<file path="config.mk">
export PLATFORM = sky130hd
export DESIGN_NAME = sacl_set_update
export DESIGN_NICKNAME = d
export VERILOG_FILES = /design/src/rtl/sacl_pkg.sv /design/src/rtl/sacl_set_update.sv
export SDC_FILE = /design/constraint.sdc
export NUM_CORES = 1
export LEC_CHECK = 0
export BUFFER_PORTS_ARGS = -buffer_cell sky130_fd_sc_hd__buf_2
export CORE_AREA = 2 2 229 231
export DETAILED_ROUTE_END_ITERATION = 7
export DIE_AREA = 0 0 231 233
export MAX_ROUTING_LAYER = met4
export PLACE_DENSITY = 0.44
export REMOVE_ABC_BUFFERS = 1
export SYNTH_ARGS = -nofsm -noshare
export SYNTH_HDL_FRONTEND = slang
export SYNTH_SLANG_ARGS = --single-unit
</file>
<file path="constraint.sdc">
create_clock -name vclk -period 17.39
set_input_delay 1.739 -clock vclk [all_inputs]
set_output_delay 1.739 -clock vclk [all_outputs]
set_load 0.05 [all_outputs]
</file>
<file path="src/rtl/sacl_pkg.sv">
// types and constants of the set-associative lru lookup unit
`timescale 1ns / 1ps
`default_nettype none

package sacl_pkg;

    localparam int C_ADDR_W         = 32;
    localparam int C_BYTES_PER_WORD = 4;
    localparam int C_WORD_W         = C_ADDR_W - $clog2(C_BYTES_PER_WORD);
    localparam int C_TAG_W          = C_WORD_W;
    localparam int C_MAX_WAYS       = 8;
    localparam int C_WAY_W          = 3;
    localparam int C_WAYS_W         = 4;
    localparam int C_RANK_W         = 3;
    localparam int C_OUT_W          = 2;
    localparam int C_OUT_DATA_W     = 8;

    localparam logic [C_RANK_W-1:0] C_MAX_RANK = C_RANK_W'(C_MAX_WAYS - 1);

    // outcome codes
    localparam logic [C_OUT_W-1:0] C_OUT_HIT     = 2'd0;
    localparam logic [C_OUT_W-1:0] C_OUT_FILL    = 2'd1;
    localparam logic [C_OUT_W-1:0] C_OUT_REPLACE = 2'd2;

    // configuration register indexes
    localparam int C_CFG_IDX_W = 2;
    localparam int C_CFG_DATA_W = 4;
    localparam logic [C_CFG_IDX_W-1:0] C_CFG_SETS_LOG2   = 2'd0;
    localparam logic [C_CFG_IDX_W-1:0] C_CFG_BLOCK_WORDS = 2'd1;
    localparam logic [C_CFG_IDX_W-1:0] C_CFG_WAYS_USED   = 2'd2;

    typedef struct packed {
        logic                valid;
        logic [C_TAG_W-1:0]  tag;
        logic [C_RANK_W-1:0] rank;
    } t_way_entry;

    typedef t_way_entry [C_MAX_WAYS-1:0] t_set_row;

    localparam int C_ROW_W = $bits(t_set_row);

    typedef struct packed {
        logic [C_OUT_W-1:0] outcome;
        logic [C_WAY_W-1:0] way;
    } t_lookup_res;

endpackage

`default_nettype wire

</file>
<file path="src/rtl/sacl_set_update.sv">
// way search and lru rank update for one cache set row
`timescale 1ns / 1ps
`default_nettype none

module sacl_set_update
    import sacl_pkg::*;
(
    input  wire t_set_row            i_row,
    input  wire logic [C_TAG_W-1:0]  i_tag,
    input  wire logic [C_WAYS_W-1:0] i_ways,
    output t_lookup_res              o_res,
    output t_set_row                 o_row
);

    logic                hit_found;
    logic [C_WAY_W-1:0]  hit_way;
    logic                free_found;
    logic [C_WAY_W-1:0]  free_way;
    logic                vic_found;
    logic [C_WAY_W-1:0]  vic_way;
    logic [C_RANK_W-1:0] oldest;
    logic [C_WAY_W-1:0]  used_way;
    logic                fill;
    logic [C_RANK_W-1:0] old_rank;

    // search: highest matching tag, lowest free way, oldest valid way
    always_comb begin
        hit_found  = 1'b0;
        hit_way    = '0;
        free_found = 1'b0;
        free_way   = '0;
        vic_found  = 1'b0;
        vic_way    = '0;
        oldest     = '0;
        for (int i = 0; i < C_MAX_WAYS; i++) begin
            if (C_WAYS_W'(i) < i_ways) begin
                if (i_row[i].valid) begin
                    if (i_row[i].tag == i_tag) begin
                        hit_found = 1'b1;
                        hit_way   = C_WAY_W'(i);
                    end
                    if (!vic_found || i_row[i].rank > oldest) begin
                        vic_found = 1'b1;
                        vic_way   = C_WAY_W'(i);
                        oldest    = i_row[i].rank;
                    end
                end else if (!free_found) begin
                    free_found = 1'b1;
                    free_way   = C_WAY_W'(i);
                end
            end
        end
    end

    // pick the way and the outcome
    always_comb begin
        fill = 1'b0;
        if (hit_found) begin
            used_way      = hit_way;
            o_res.outcome = C_OUT_HIT;
        end else if (free_found) begin
            used_way      = free_way;
            fill          = 1'b1;
            o_res.outcome = C_OUT_FILL;
        end else begin
            used_way      = vic_way;
            o_res.outcome = C_OUT_REPLACE;
        end
        o_res.way = used_way;
        old_rank  = i_row[used_way].rank;
    end

    // age the younger ways (every valid way on a fill), make the used way most recent
    always_comb begin
        o_row = i_row;
        for (int i = 0; i < C_MAX_WAYS; i++) begin
            if ((C_WAYS_W'(i) < i_ways) && (C_WAY_W'(i) != used_way) && i_row[i].valid &&
                (fill || (i_row[i].rank < old_rank)) && (i_row[i].rank != C_MAX_RANK)) begin
                o_row[i].rank = i_row[i].rank + 1'b1;
            end
        end
        o_row[used_way].rank = '0;
        if (!hit_found) begin
            o_row[used_way].tag   = i_tag;
            o_row[used_way].valid = 1'b1;
        end
    end

endmodule

`default_nettype wire

</file>
==> results.txt <==
# port buffers: 583
DIE AREA: 0.05382 sq mm
DP HPWL: 53490 microns
Post-layout util: 0.2421
Hold Violations, Final: 0
WL met1: 26480 microns
Max-slew headroom: 0.2582
Crit path DAT: 14.30 ns
Min Hold Slack: 3.937 ns
CP Capture Type: output pin
Total Routed Length: 63670 microns
Number of top-level pins: 583
Number of global-route vias before repair: 11078
Top layer in use: met4
# hold bufs at CTS: 0
Die Width: 231 microns
Most used cell, CP: o21ai_0
Mapped Cells: 1104
Status: finished, final reports clean
Vias per Instance: 4.864
Setup TNS: 0 ns
Fin cells: 2302
Met2 WL: 29100 microns
Share of layout cells above drive strength 1: 0.5515
VDD IR max: 32.32 uV
CLK BUF: 0
Final cycle utilization of the critical path: 0.9224
CP max-delay cell: o21ai_0
Worst Hold Class: input pin to output pin
Wire per inst: 27.66 microns
Startpoint types: input pin
Cell area after synthesis: 0.008864 sq mm
Drt pass-1 iters: 5
Core area: 0.05109 sq mm
Vias after detailed routing: 11197
Seq_cells: 0
Critical path's largest stage delay: 0.57 ns
Actual slew at the worst max-slew pin: 1.110 ns
# Post-CTS Setup Buffers: 0
Max Cap Viol: 0
# setup viols final: 0
Starting Density: 0.1735
DRC Markers: 0
DP Cell Count: 2281
Min Clock Period, post-route: 16.04 ns
First-pass GRT wire length: 84870 microns
Total power: 0.6425 mW
Final ANT Viol Nets: 0
Max Freq: 62.34 MHz
Syn avg cell area: 8.029 sq um
Commonest non-fill, non-tap cell in the layout: buf_2
Slew Limit Fails: 0
Req. time, crit path: 15.65 ns
Largest net degree at the start of global routing: 32
Yosys Warn Count: 0
Filler Cells Inserted: 5824
Register area: 0 sq um
Worst-path maximum fanout: 14
Gr usage total: 0.2289
Nets@finish: 1954
PwrDens: 51.94 mW/mm^2
Chip height: 233 microns
RePlAce Congestion: 0.9449
Footprint of the multi-input gates: 0.008262 sq mm
Yosys cell types: 68
Initial DRC count: 678
Total gr overflow: 0
Sequential fraction of the synthesis area: 0
Antenna violations before repair: 20
RSZ-0062 raised after global routing: no
Leakage power: 5.673 nW
Routed length on met3: 4942 microns
Most frequent cells in the layout: 583 x buf_2, 250 x mux2_2, 156 x xor2_1
Row count: 83
Syn-to-layout area delta: 39.57%
Setup CP Type: input pin to output pin
stage by stage:
stage,worst slack [ns],area [sq um]
2_1_floorplan,2.497,8366
3_3_place_gp,1.294,12310
3_5_place_dp,1.105,12310
4_1_cts,1.004,12310
5_1_grt,0.1219,12360
6_report,1.349,12370
worst max-delay path: cells and delay by family:
family	cells	cell delay [ns]
muxes	4	1.22
AOI/OAI and AO/OA	28	6.65
buffers and inverters	6	1.05
and+or+nand+nor	11	1.54
adders and majority gates	7	2.06
cell type report:
class,count,area share
Inverter,42,0.01295
Multi-Input combinational cell,959,0.6678
Timing Repair Buffer,600,0.2462
Antenna cell,21,0.004248
Tap cell,680,0.06878
repair_timing:
item	4_1_cts	5_1_grt
endpoints found under the hold margin	0	0
resized for setup	0	3
setup endpoints to repair	0	16
where the power goes:
group            total [mW]  switching, mW  leakage [nW]  internal, mW
Combinational         0.642          0.452          5.67         0.190
Sequential                0              0             0             0
Clock          0.0000000217              0      0.000131  0.0000000216
cell usage after synthesis (5+ instances only):
cell type    n  area [sq um]
nand4b_1     5         43.79
buf_2       71         355.3
buf_1       12         45.04
nand2_1     56         210.2
nor3_1      10         50.05
mux2i_1     31         310.3
a31oi_1      5         31.28
nor4_1      52         325.3
and2_1       5         31.28
o21ai_0     32         160.2
nand3_1     16         80.08
inv_1       40         150.1
a21boi_0     5         37.54
nor2_1      32         120.1
a21oi_1     14         70.07
nand4_1     40         250.2
o21a_1       8         60.06
nor4b_1      5         43.79
ha_1        45         563.0
nand2b_1     8         50.05
mux2_2     250          2815
xnor2_1     84         735.7
nor2b_1      8         50.05
xor2_1     156          1366
or2_2       12         75.07
and3_1       5         31.28
clkbuf_1    16         60.06
kinds of logic after synthesis:
group,count (synthesis),share of synthesized area
mux,281,0.3526
simple gates,271,0.1708
xor+xnor,240,0.2372
buf+inv,145,0.07425
compound gates,122,0.1016
fa+ha+maj,45,0.06352
per-layer routing:
metal / global-route usage / vias to the layer above
met5: - / -
met4: 0.09940 / 0
met3: 0.04963 / 101
met2: 0.3630 / 573
met1: 0.2785 / 5479
li1: - / 5044
worst paths after layout:
check	from	end	slack, ns	cells past startpoint
max	i_ways[2]	o_row[239]	1.35	56
min	i_row[135]	o_row[135]	3.94	3
(Power assumes the default switching activity.)
