<file path="src/rtl/sacl_ram.sv">
// generic single-write single-read ram with registered read data
`timescale 1ns / 1ps
`default_nettype none

module sacl_ram #(
    parameter int WIDTH = 8,
    parameter int DEPTH = 16
) (
    input  wire logic                                    i_clk,
    input  wire logic                                    i_we,
    input  wire logic [(DEPTH > 1 ? $clog2(DEPTH) : 1)-1:0] i_waddr,
    input  wire logic [WIDTH-1:0]                        i_wdata,
    input  wire logic                                    i_re,
    input  wire logic [(DEPTH > 1 ? $clog2(DEPTH) : 1)-1:0] i_raddr,
    output logic      [WIDTH-1:0]                        o_rdata
);

    logic [WIDTH-1:0] r_mem [DEPTH];

    // write port
    always_ff @(posedge i_clk) begin
        if (i_we) begin
            r_mem[i_waddr] <= i_wdata;
        end
    end

    // registered read port, holds when not reading
    always_ff @(posedge i_clk) begin
        if (i_re) begin
            o_rdata <= r_mem[i_raddr];
        end
    end

endmodule

`default_nettype wire

</file>
<file path="config.mk">
export PLATFORM = sky130hd
export DESIGN_NAME = sacl_ram
export DESIGN_NICKNAME = d
export VERILOG_FILES = /design/src/rtl/sacl_ram.sv
export SDC_FILE = /design/constraint.sdc
export NUM_CORES = 1
export LEC_CHECK = 0
export BUFFER_PORTS_ARGS = -buffer_cell sky130_fd_sc_hd__buf_4
export CAP_MARGIN = 0
export CORE_MARGIN = 2
export CORE_UTILIZATION = 30
export CTS_CLUSTER_SIZE = 16
export DETAILED_ROUTE_END_ITERATION = 12
export GPL_TIMING_DRIVEN = 0
export SLEW_MARGIN = 20
export SYNTH_ARGS = -nofsm -noshare
export SYNTH_HDL_FRONTEND = slang
export SYNTH_SLANG_ARGS = --single-unit
export TNS_END_PERCENT = 5
</file>
<file path="constraint.sdc">
create_clock -name i_clk -period 2.35 [get_ports i_clk]
set_clock_uncertainty 0.15 [all_clocks]
set_input_delay 0.47 -clock i_clk [delete_from_list [all_inputs] [get_ports i_clk]]
set_output_delay 0.47 -clock i_clk [all_outputs]
set_load 0.05 [all_outputs]
</file>
==> results of run 1 <==
cell type report:
cell class                 instances  area, um2  share of cell area [%]
buffer                            10       86.3                    1.35
sequential                       136       4080                    64.0
tap                              225        282                    4.41
clock buffer                      17        425                    6.67
clock inverter                    15        238                    3.73
multi-input combinational         83       1080                    16.9
timing repair buffer              25        188                    2.94
power by group through the flow:
stage	Clock, mW	Sequential (mW)	Combinational [mW]
4_1_cts	3.00	2.75	0.321
3_3_place_gp	0	2.79	0.313
3_5_place_dp	0	2.80	0.321
2_1_floorplan	0	2.84	0.138
6_report	2.96	2.74	0.316
5_1_grt	3.09	2.75	0.338
worst register-to-register path: cells and delay by family (launching register included):
kind	cells	cell delay (ps)
mux	1	530
flops	1	370
compound gates	1	290
simple gates	1	130
sequential cells by signal, indices dropped and copies added, names as in the netlist:
register  count
r_mem       128
o_rdata       8
per-layer routing:
metal / share of wire, % / GRT usage [%]
met4: 0.83 / 5.03
met1: 45 / 16.2
met2: 48 / 18.2
met5: 0 / 0
met3: 6.3 / 4.03
cell usage after synthesis:
master           instances  area (um2)
edfxtp_1               136        4080
mux4_2                  18         405
a22oi_1                 16         120
mux4_1                  14         368
nor2_1                  13        48.8
nand2_1                  9        33.8
nor3_1                   4        20.0
buf_2                    3        15.0
buf_6                    3        33.8
clkdlybuf4s25_2          3        30.0
nand2b_1                 2        12.5
nand3b_1                 2        15.0
and2_1                   1        6.26
and2b_1                  1        7.51
buf_4                    1        7.51
nand3_1                  1        5.00
nor2b_1                  1        6.26
or3b_2                   1        8.76
cells by family after synthesis:
family | after synthesis | synth area share (%)
buf+inv | 10 | 1.65
flops | 136 | 78.1
compound gates | 16 | 2.30
simple gates | 35 | 3.14
mux | 32 | 14.8
metrics by stage:
step           setup TNS (ps)  util (%)  cells
2_1_floorplan               0         -    229
3_3_place_gp            -3880      33.2    479
3_5_place_dp             -148      33.3    479
4_1_cts                     0      37.1    511
5_1_grt                     0      37.1    511
6_report                    0      37.1    511
worst paths after layout:
check | cells after the start | slack [ps] | start | endpoint
setup / recovery | 3 | 440 | i_waddr[2] | r_mem[3][1]
hold / removal | 1 | 180 | i_re | o_rdata[1]
setup reg to reg | 3 | 600 | r_mem[1][0] | o_rdata[0]
hold reg to reg | 3 | 630 | r_mem[11][3] | o_rdata[3]
==> impl_metrics.yaml, run 1 <==
timing:
  finalSetupViolations: 0
  hold_ws_ps: 182
  hold_viol: 0
  layout_worst_path_cycle_share_pct: 81.2
  period_minus_slack_ps: 1910
  worst_pin_slew_ps: 819
  worst_slack_ps: 443
  max_freq_mhz: 524
  maxSlewViolCount: 0
  relSlewSlack_pct: 45.2
  rsz0062_at_grt: "no"
routing:
  drt-initial-drc-count: 254
  drc_errors: 0
  firstDrtPassIters: 4
  ant_nets: 0
  wl_per_cell_um: 20.2
  via_per_inst: 4.70
  wl_um: 10300
  vias: 2400
pwr:
  p_leak_nw: 2.10
  sw_frac_of_total_pct: 20.9
  p_sw_mw: 1.26
  internal_power_mw: 4.76
  power_mw: 6.02
  pwr-share-clk_pct: 49.2
  pwr-share-seq_pct: 45.6
  power_density_nw_per_um2: 944
  ir_drop_mv: 0.532
  comb_power_share_pct: 5.2
floorplan:
  start_util_pct: 30.4
  die_area_um2: 18500
  die_x_um: 136
  io_pins: 27
  fp.coreArea_um2: 17200
  die_h_um: 136
  row_count: 48
place:
  placed_area_um2: 5720
  dp_hpwl_um: 6630
  place.gp.congestion: 0.680
  port-buffer-count: 25
  pre_cts_ws_ps: -18.8
synthesis:
  ys_ff_latch: 136
  avgSynthCellArea_um2: 22.8
  synth_area_um2: 5230
  yosysUniqueCellTypes: 18
  synthCells: 229
  yosysWarnings: 0
  synth_nets: 248
  synth-seq-area-share_pct: 78.1
grt:
  antenna_found_initial: 0
  grt_max_degree: 17
  grt_pass1_vias: 2520
  grt_pass1_wl_um: 15400
  grt_overflow_total: 0
  grt.total_usage_pct: 12.1
cts:
  cts_resized: 0
  cts.sinks: 136
  post_cts_buffers: 0
  cts_tree: "built"
  postCtsHoldBufs: 0
  cts_inserted_buffers: 17
  htreeDepth: 4
  clk_pin_slew_ps: 60
  worstSkewPairLatency_ps: 420
  clockRootBuffer: "clkbuf_16"
  cts_buffer_depth: 2
final_layout:
  layout_common_cells: "edfxtp_1, buf_4, mux4_2"
  diodes: 0
  fin_nets: 292
  areaGrowthSynthToFinish_pct: 22.0
  final_common_cell: "edfxtp_1"
  drive_above_1_share_pct: 31.1
  finalInstanceArea_um2: 6380
  fill_cells: 1576
status:
  status: "finished clean"
setup_path:
  cp_data_arrival_time_ps: 1800
  cp_slowest_cell: "nor2_1"
  start_kind: "primary input"
  path_buf_inv: 1
  cp.required_ps: 2240
  slowest_delay_ps: 660
  path_cells: "buf_4 -> or3b_2 -> nor2_1"
  cp-end-kind: "flip-flop"
  crit_type: "primary input to flip-flop"
  cpLargestDelayFamily: "simple AND/OR/NAND/NOR gates"
  path_max_fanout: 8
flow_run:
  cap_violations: 0
min_path:
  hp-class: "primary input to flip-flop"
(Power assumes the default switching activity.)
==> inputs of run 2 (changes only) <==
clock period = 1.7 ns   (was 2.35 ns; I/O delays follow)
==> run 2 against run 1 <==
Compared with the run above: setup slack worse by 420 ps; core utilization fell by 0.62 points; sequential share of layout area up 1.1 points; cell area shrank 1.7%; global-route usage shrank 0.29 points; first-iteration DRC count rose by 2.4%; largest power group is now registers.
==> impl_metrics.yaml, run 2 (synthesized netlist as in run 1, its figures left out) <==
final_layout:
  finalInstanceArea_um2: 6270
  largestRegisters: "r_mem: 128 flops, o_rdata: 8 flops"
  diodes: 0
  largest_reg_flops: 128
  fill_cells: 1624
  drive_above_1_share_pct: 33.9
  regMostFlops: "r_mem"
  layout_common_cells: "edfxtp_1, mux4_2, buf_4"
  final_common_cell: "edfxtp_1"
  fin_nets: 292
  areaGrowthSynthToFinish_pct: 20.0
routing:
  ant_nets: 0
  vias: 2373
  drt-initial-drc-count: 260
  wl_per_cell_um: 19.5
  drc_errors: 0
  via_per_inst: 4.64
  firstDrtPassIters: 4
  wl_um: 9980
floorplan:
  io_pins: 27
  fp.coreArea_um2: 17200
  die_h_um: 136
  die_x_um: 136
  die_area_um2: 18500
  row_count: 48
  start_util_pct: 30.4
min_path:
  hp-class: "primary input to flip-flop"
  hold_end: "o_rdata[3]"
  holdPathStages: 1
  worstHoldStart: "i_re"
timing:
  max_freq_mhz: 597
  finalSetupViolations: 0
  finalSetupTns_ps: 0
  period_minus_slack_ps: 1670
  worst_pin_slew_ps: 803
  hold_ws_ps: 51.7
  hold_viol: 0
  layout_worst_path_cycle_share_pct: 98.5
  rsz0062_at_grt: "yes"
  relSlewSlack_pct: 46.2
  maxSlewViolCount: 0
cts:
  cts_buffer_depth: 2
  htreeDepth: 4
  cts_inserted_buffers: 17
  clk_pin_slew_ps: 50
  post_cts_buffers: 0
  worstSkewPairLatency_ps: 410
  cts_tree: "built"
  clockRootBuffer: "clkbuf_16"
  cts.sinks: 136
place:
  dp_hpwl_um: 6470
  port-buffer-count: 25
  place.gp.congestion: 0.689
  placed_area_um2: 5700
pwr:
  power_density_nw_per_um2: 1210
  power_mw: 7.60
  ir_drop_mv: 0.790
  p_leak_nw: 2.03
setup_path:
  cpLargestDelayFamily: "multiplexers"
  slowest_delay_ps: 520
  cp_slowest_cell: "mux4_1"
  r2r_cells: 3
  crit_type: "flip-flop to flip-flop"
  reg2reg_to: "o_rdata[0]"
  path_max_fanout: 1
  path_cells: "mux4_1 -> a22oi_2 -> nand2_1"
  r2r_slack_ps: 30
  cp-end-kind: "flip-flop"
  cp_data_arrival_time_ps: 1670
  cp.required_ps: 1690
  reg2reg_from: "r_mem[1][0]"
  path_buf_inv: 0
  start_kind: "flip-flop"
grt:
  grt_pass1_wl_um: 15100
  grt_max_degree: 17
  antenna_found_initial: 0
  grt.total_usage_pct: 11.8
  grt_overflow_total: 0
  grt_pass1_vias: 2463
status:
  status: "finished clean"
flow_run:
  cap_violations: 0
## run 2: cell types whose count changed in the layout (fill, tap and decap cells not counted), moves of 3 or more
cell / previous run / this run
a22oi_1: 16 / 13
a22oi_2: 0 / 3
bufinv_16: 5 / 2
clkinv_1: 1 / 5
clkinv_2: 0 / 7
clkinv_4: 3 / 0
inv_6: 4 / 0
mux4_1: 14 / 7
mux4_2: 18 / 25
nor2_1: 13 / 10
nor2_2: 0 / 3
## run 2: per-layer routing
layer  vias to the layer above  wire length [um]  GRT usage, %
met4                         0               175          5.44
met1                      1232              4930          16.5
met5                         -                 0             0
met2                        60              4520          17.2
li1                       1065                 -             -
met3                        16               353          3.32
## run 2: through the flow
step                worst slack, ps  instances  util [%]
floorplan                     -56.1        229         -
CTS                           -78.1        511      36.4
global route                 -0.727        511      36.5
detailed placement             -548        479      33.2
finish                         26.3        511      36.5
global placement               -632        479      33.1
## run 2: worst max path at each step
stage | cells past startpoint | from | to | slack, ps
after global routing | 3 | r_mem[6][0] | o_rdata[0] | -0.7
after global placement | 3 | i_waddr[2] | r_mem[8][1] | -630
after floorplan | 2 | i_waddr[2] | r_mem[3][0] | -60
final | 3 | r_mem[1][0] | o_rdata[0] | 30
after CTS | 3 | i_waddr[2] | r_mem[0][2] | -80
after detailed placement | 3 | i_waddr[2] | r_mem[1][2] | -550
## run 2: area by class of cell
type,count,area [um2],share of cell area (%)
clock inverter,14,114,1.81
clock buffer,18,429,6.84
sequential,136,4080,65.1
tap,225,282,4.49
timing repair buffer,25,188,2.99
multi-input combinational,83,1080,17.2
buffer,10,97.6,1.56
## run 2: what timing repair did
item | 4_1_cts | 5_1_grt
endpoints found under the setup margin | 34 | 26
hold buffers | 0 | 0
resized for setup | 3 | 4
## run 2: power breakdown
group / switching, mW / internal, mW
logic: 0.273 / 0.175
clock network: 1.25 / 2.11
registers: 0.0158 / 3.78
==> inputs of run 3 (changes only) <==
CTS_BUF_LIST = sky130_fd_sc_hd__clkbuf_8   (was default)
==> run 3 against run 2 <==
Compared with the run above: via count is 0.34% lower; sequential power hardly changed; non-clock buffer count is 1 higher; critical endpoint unchanged.
==> impl_metrics.yaml, run 3 (synthesized netlist as in run 1, its figures left out) <==
place:
  dp_hpwl_um: 6470
  pre_cts_ws_ps: -548
  port-buffer-count: 25
  place.gp.congestion: 0.689
  placed_area_um2: 5700
  dp.cells: 479
final_layout:
  areaGrowthSynthToFinish_pct: 16.4
  final_common_cell: "edfxtp_1"
  regMostFlops: "r_mem"
  finalNonFillerCells: 512
  final_core_util_pct: 35.4
  finalInstanceArea_um2: 6090
  largest_reg_flops: 128
  drive_above_1_share_pct: 33.4
  diodes: 0
  layout_common_cells: "edfxtp_1, mux4_2, buf_4"
  fin_nets: 293
  largestRegisters: "r_mem: 128 flops, o_rdata: 8 flops"
grt:
  grt_pass1_vias: 2432
  grt_pass1_wl_um: 15000
  antenna_found_initial: 0
  grt_max_degree: 17
  grt.total_usage_pct: 11.8
  grt_overflow_total: 0
routing:
  vias: 2365
  via_per_inst: 4.62
  ant_nets: 0
  wl_um: 9980
  firstDrtPassIters: 4
  drt-initial-drc-count: 183
  drc_errors: 0
  wl_per_cell_um: 19.5
floorplan:
  die_x_um: 136
  fp.coreArea_um2: 17200
  die_area_um2: 18500
  io_pins: 27
  die_h_um: 136
  start_util_pct: 30.4
  row_count: 48
setup_path:
  cp_slowest_cell: "mux4_1"
  cp.required_ps: 1710
  start_kind: "flip-flop"
  slowest_delay_ps: 520
  cp-end-kind: "flip-flop"
  cp_data_arrival_time_ps: 1680
  crit_type: "flip-flop to flip-flop"
  path_max_fanout: 1
  path_cells: "mux4_1 -> a22oi_2 -> nand2_1"
  r2r_slack_ps: 30
timing:
  maxSlewViolCount: 0
  layout_worst_path_cycle_share_pct: 98.2
  period_minus_slack_ps: 1670
  hold_ws_ps: 80.8
  worst_slack_ps: 31.4
  hold_viol: 0
  finalSetupViolations: 0
  max_freq_mhz: 599
  relSlewSlack_pct: 45.7
  rsz0062_at_grt: "no"
  worst_pin_slew_ps: 810
pwr:
  ir_drop_mv: 0.494
  power_density_nw_per_um2: 1090
  p_leak_nw: 1.95
cts:
  cts_buffer_depth: 2
  worstSkewPairLatency_ps: 430
  post_cts_buffers: 0
  cts_inserted_buffers: 17
  cts_tree: "built"
  htreeDepth: 4
  clockRootBuffer: "clkbuf_8"
  clk_pin_slew_ps: 70
  cts.sinks: 136
status:
  status: "finished clean"
min_path:
  hp-class: "primary input to flip-flop"
flow_run:
  cap_violations: 0
## run 3: changes by cell type in the layout (fill, tap and decap cells not counted)
cell / previous run / this run
clkbuf_16: 17 / 0
dlygate4sd3_1: 0 / 1
clkbuf_8: 0 / 17
clkbuf_1: 1 / 0
inv_1: 0 / 1
a22oi_1: 13 / 14
a22oi_2: 3 / 2
## run 3: metal layers
| layer | track usage, % | part of all wire, % | vias up |
|---|---|---|---|
| li1 | - | - | 1064 |
| met1 | 16.2 | 46 | 1220 |
| met2 | 17.2 | 47 | 72 |
| met3 | 3.54 | 5.5 | 9 |
| met4 | 5.27 | 1.2 | 0 |
| met5 | 0 | 0 | - |
## run 3: metrics by stage
| step | power, mW | TNS, ps |
|---|---|---|
| finish | 6.61 | 0 |
| global route | 6.86 | 0 |
| CTS | 6.69 | -501 |
| detailed placement | 4.31 | -38550 |
| global placement | 4.30 | -43970 |
| floorplan | 4.12 | -1930 |
## run 3: worst max-delay path, delay by kind of cell, from the launching register on
kind            cells  cell delay (ps)
flops               1              350
mux                 1              520
simple gates        1              140
compound gates      1              250
## run 3: what timing repair did
item,CTS,global route
gates cloned,0,0
endpoints found under the hold margin,8,0
hold buffers,1,0
gates resized for setup,3,3
setup endpoints to repair,26,24
## run 3: power by group
| group | internal, mW | switching [mW] | leakage, nW | total [mW] |
|---|---|---|---|---|
| Combinational | 0.176 | 0.272 | 0.526 | 0.448 |
| Clock | 1.25 | 1.13 | 0.191 | 2.37 |
| Sequential | 3.78 | 0.0157 | 1.24 | 3.79 |
## run 3: cell type report
class                      count  area (um2)
fill                        1649       11100
tap                          225         282
clock inverter                15         118
clock buffer                  17         234
multi-input combinational     83        1070
timing repair buffer          26         198
buffer                        10        97.6
sequential                   136        4080
## run 3: worst paths after layout
kind	depth (start not counted)	from	endpoint
max	3	r_mem[1][0]	o_rdata[0]
max reg2reg	3	r_mem[1][0]	o_rdata[0]
min	1	i_wdata[6]	r_mem[11][6]
min reg2reg	3	r_mem[9][2]	o_rdata[2]
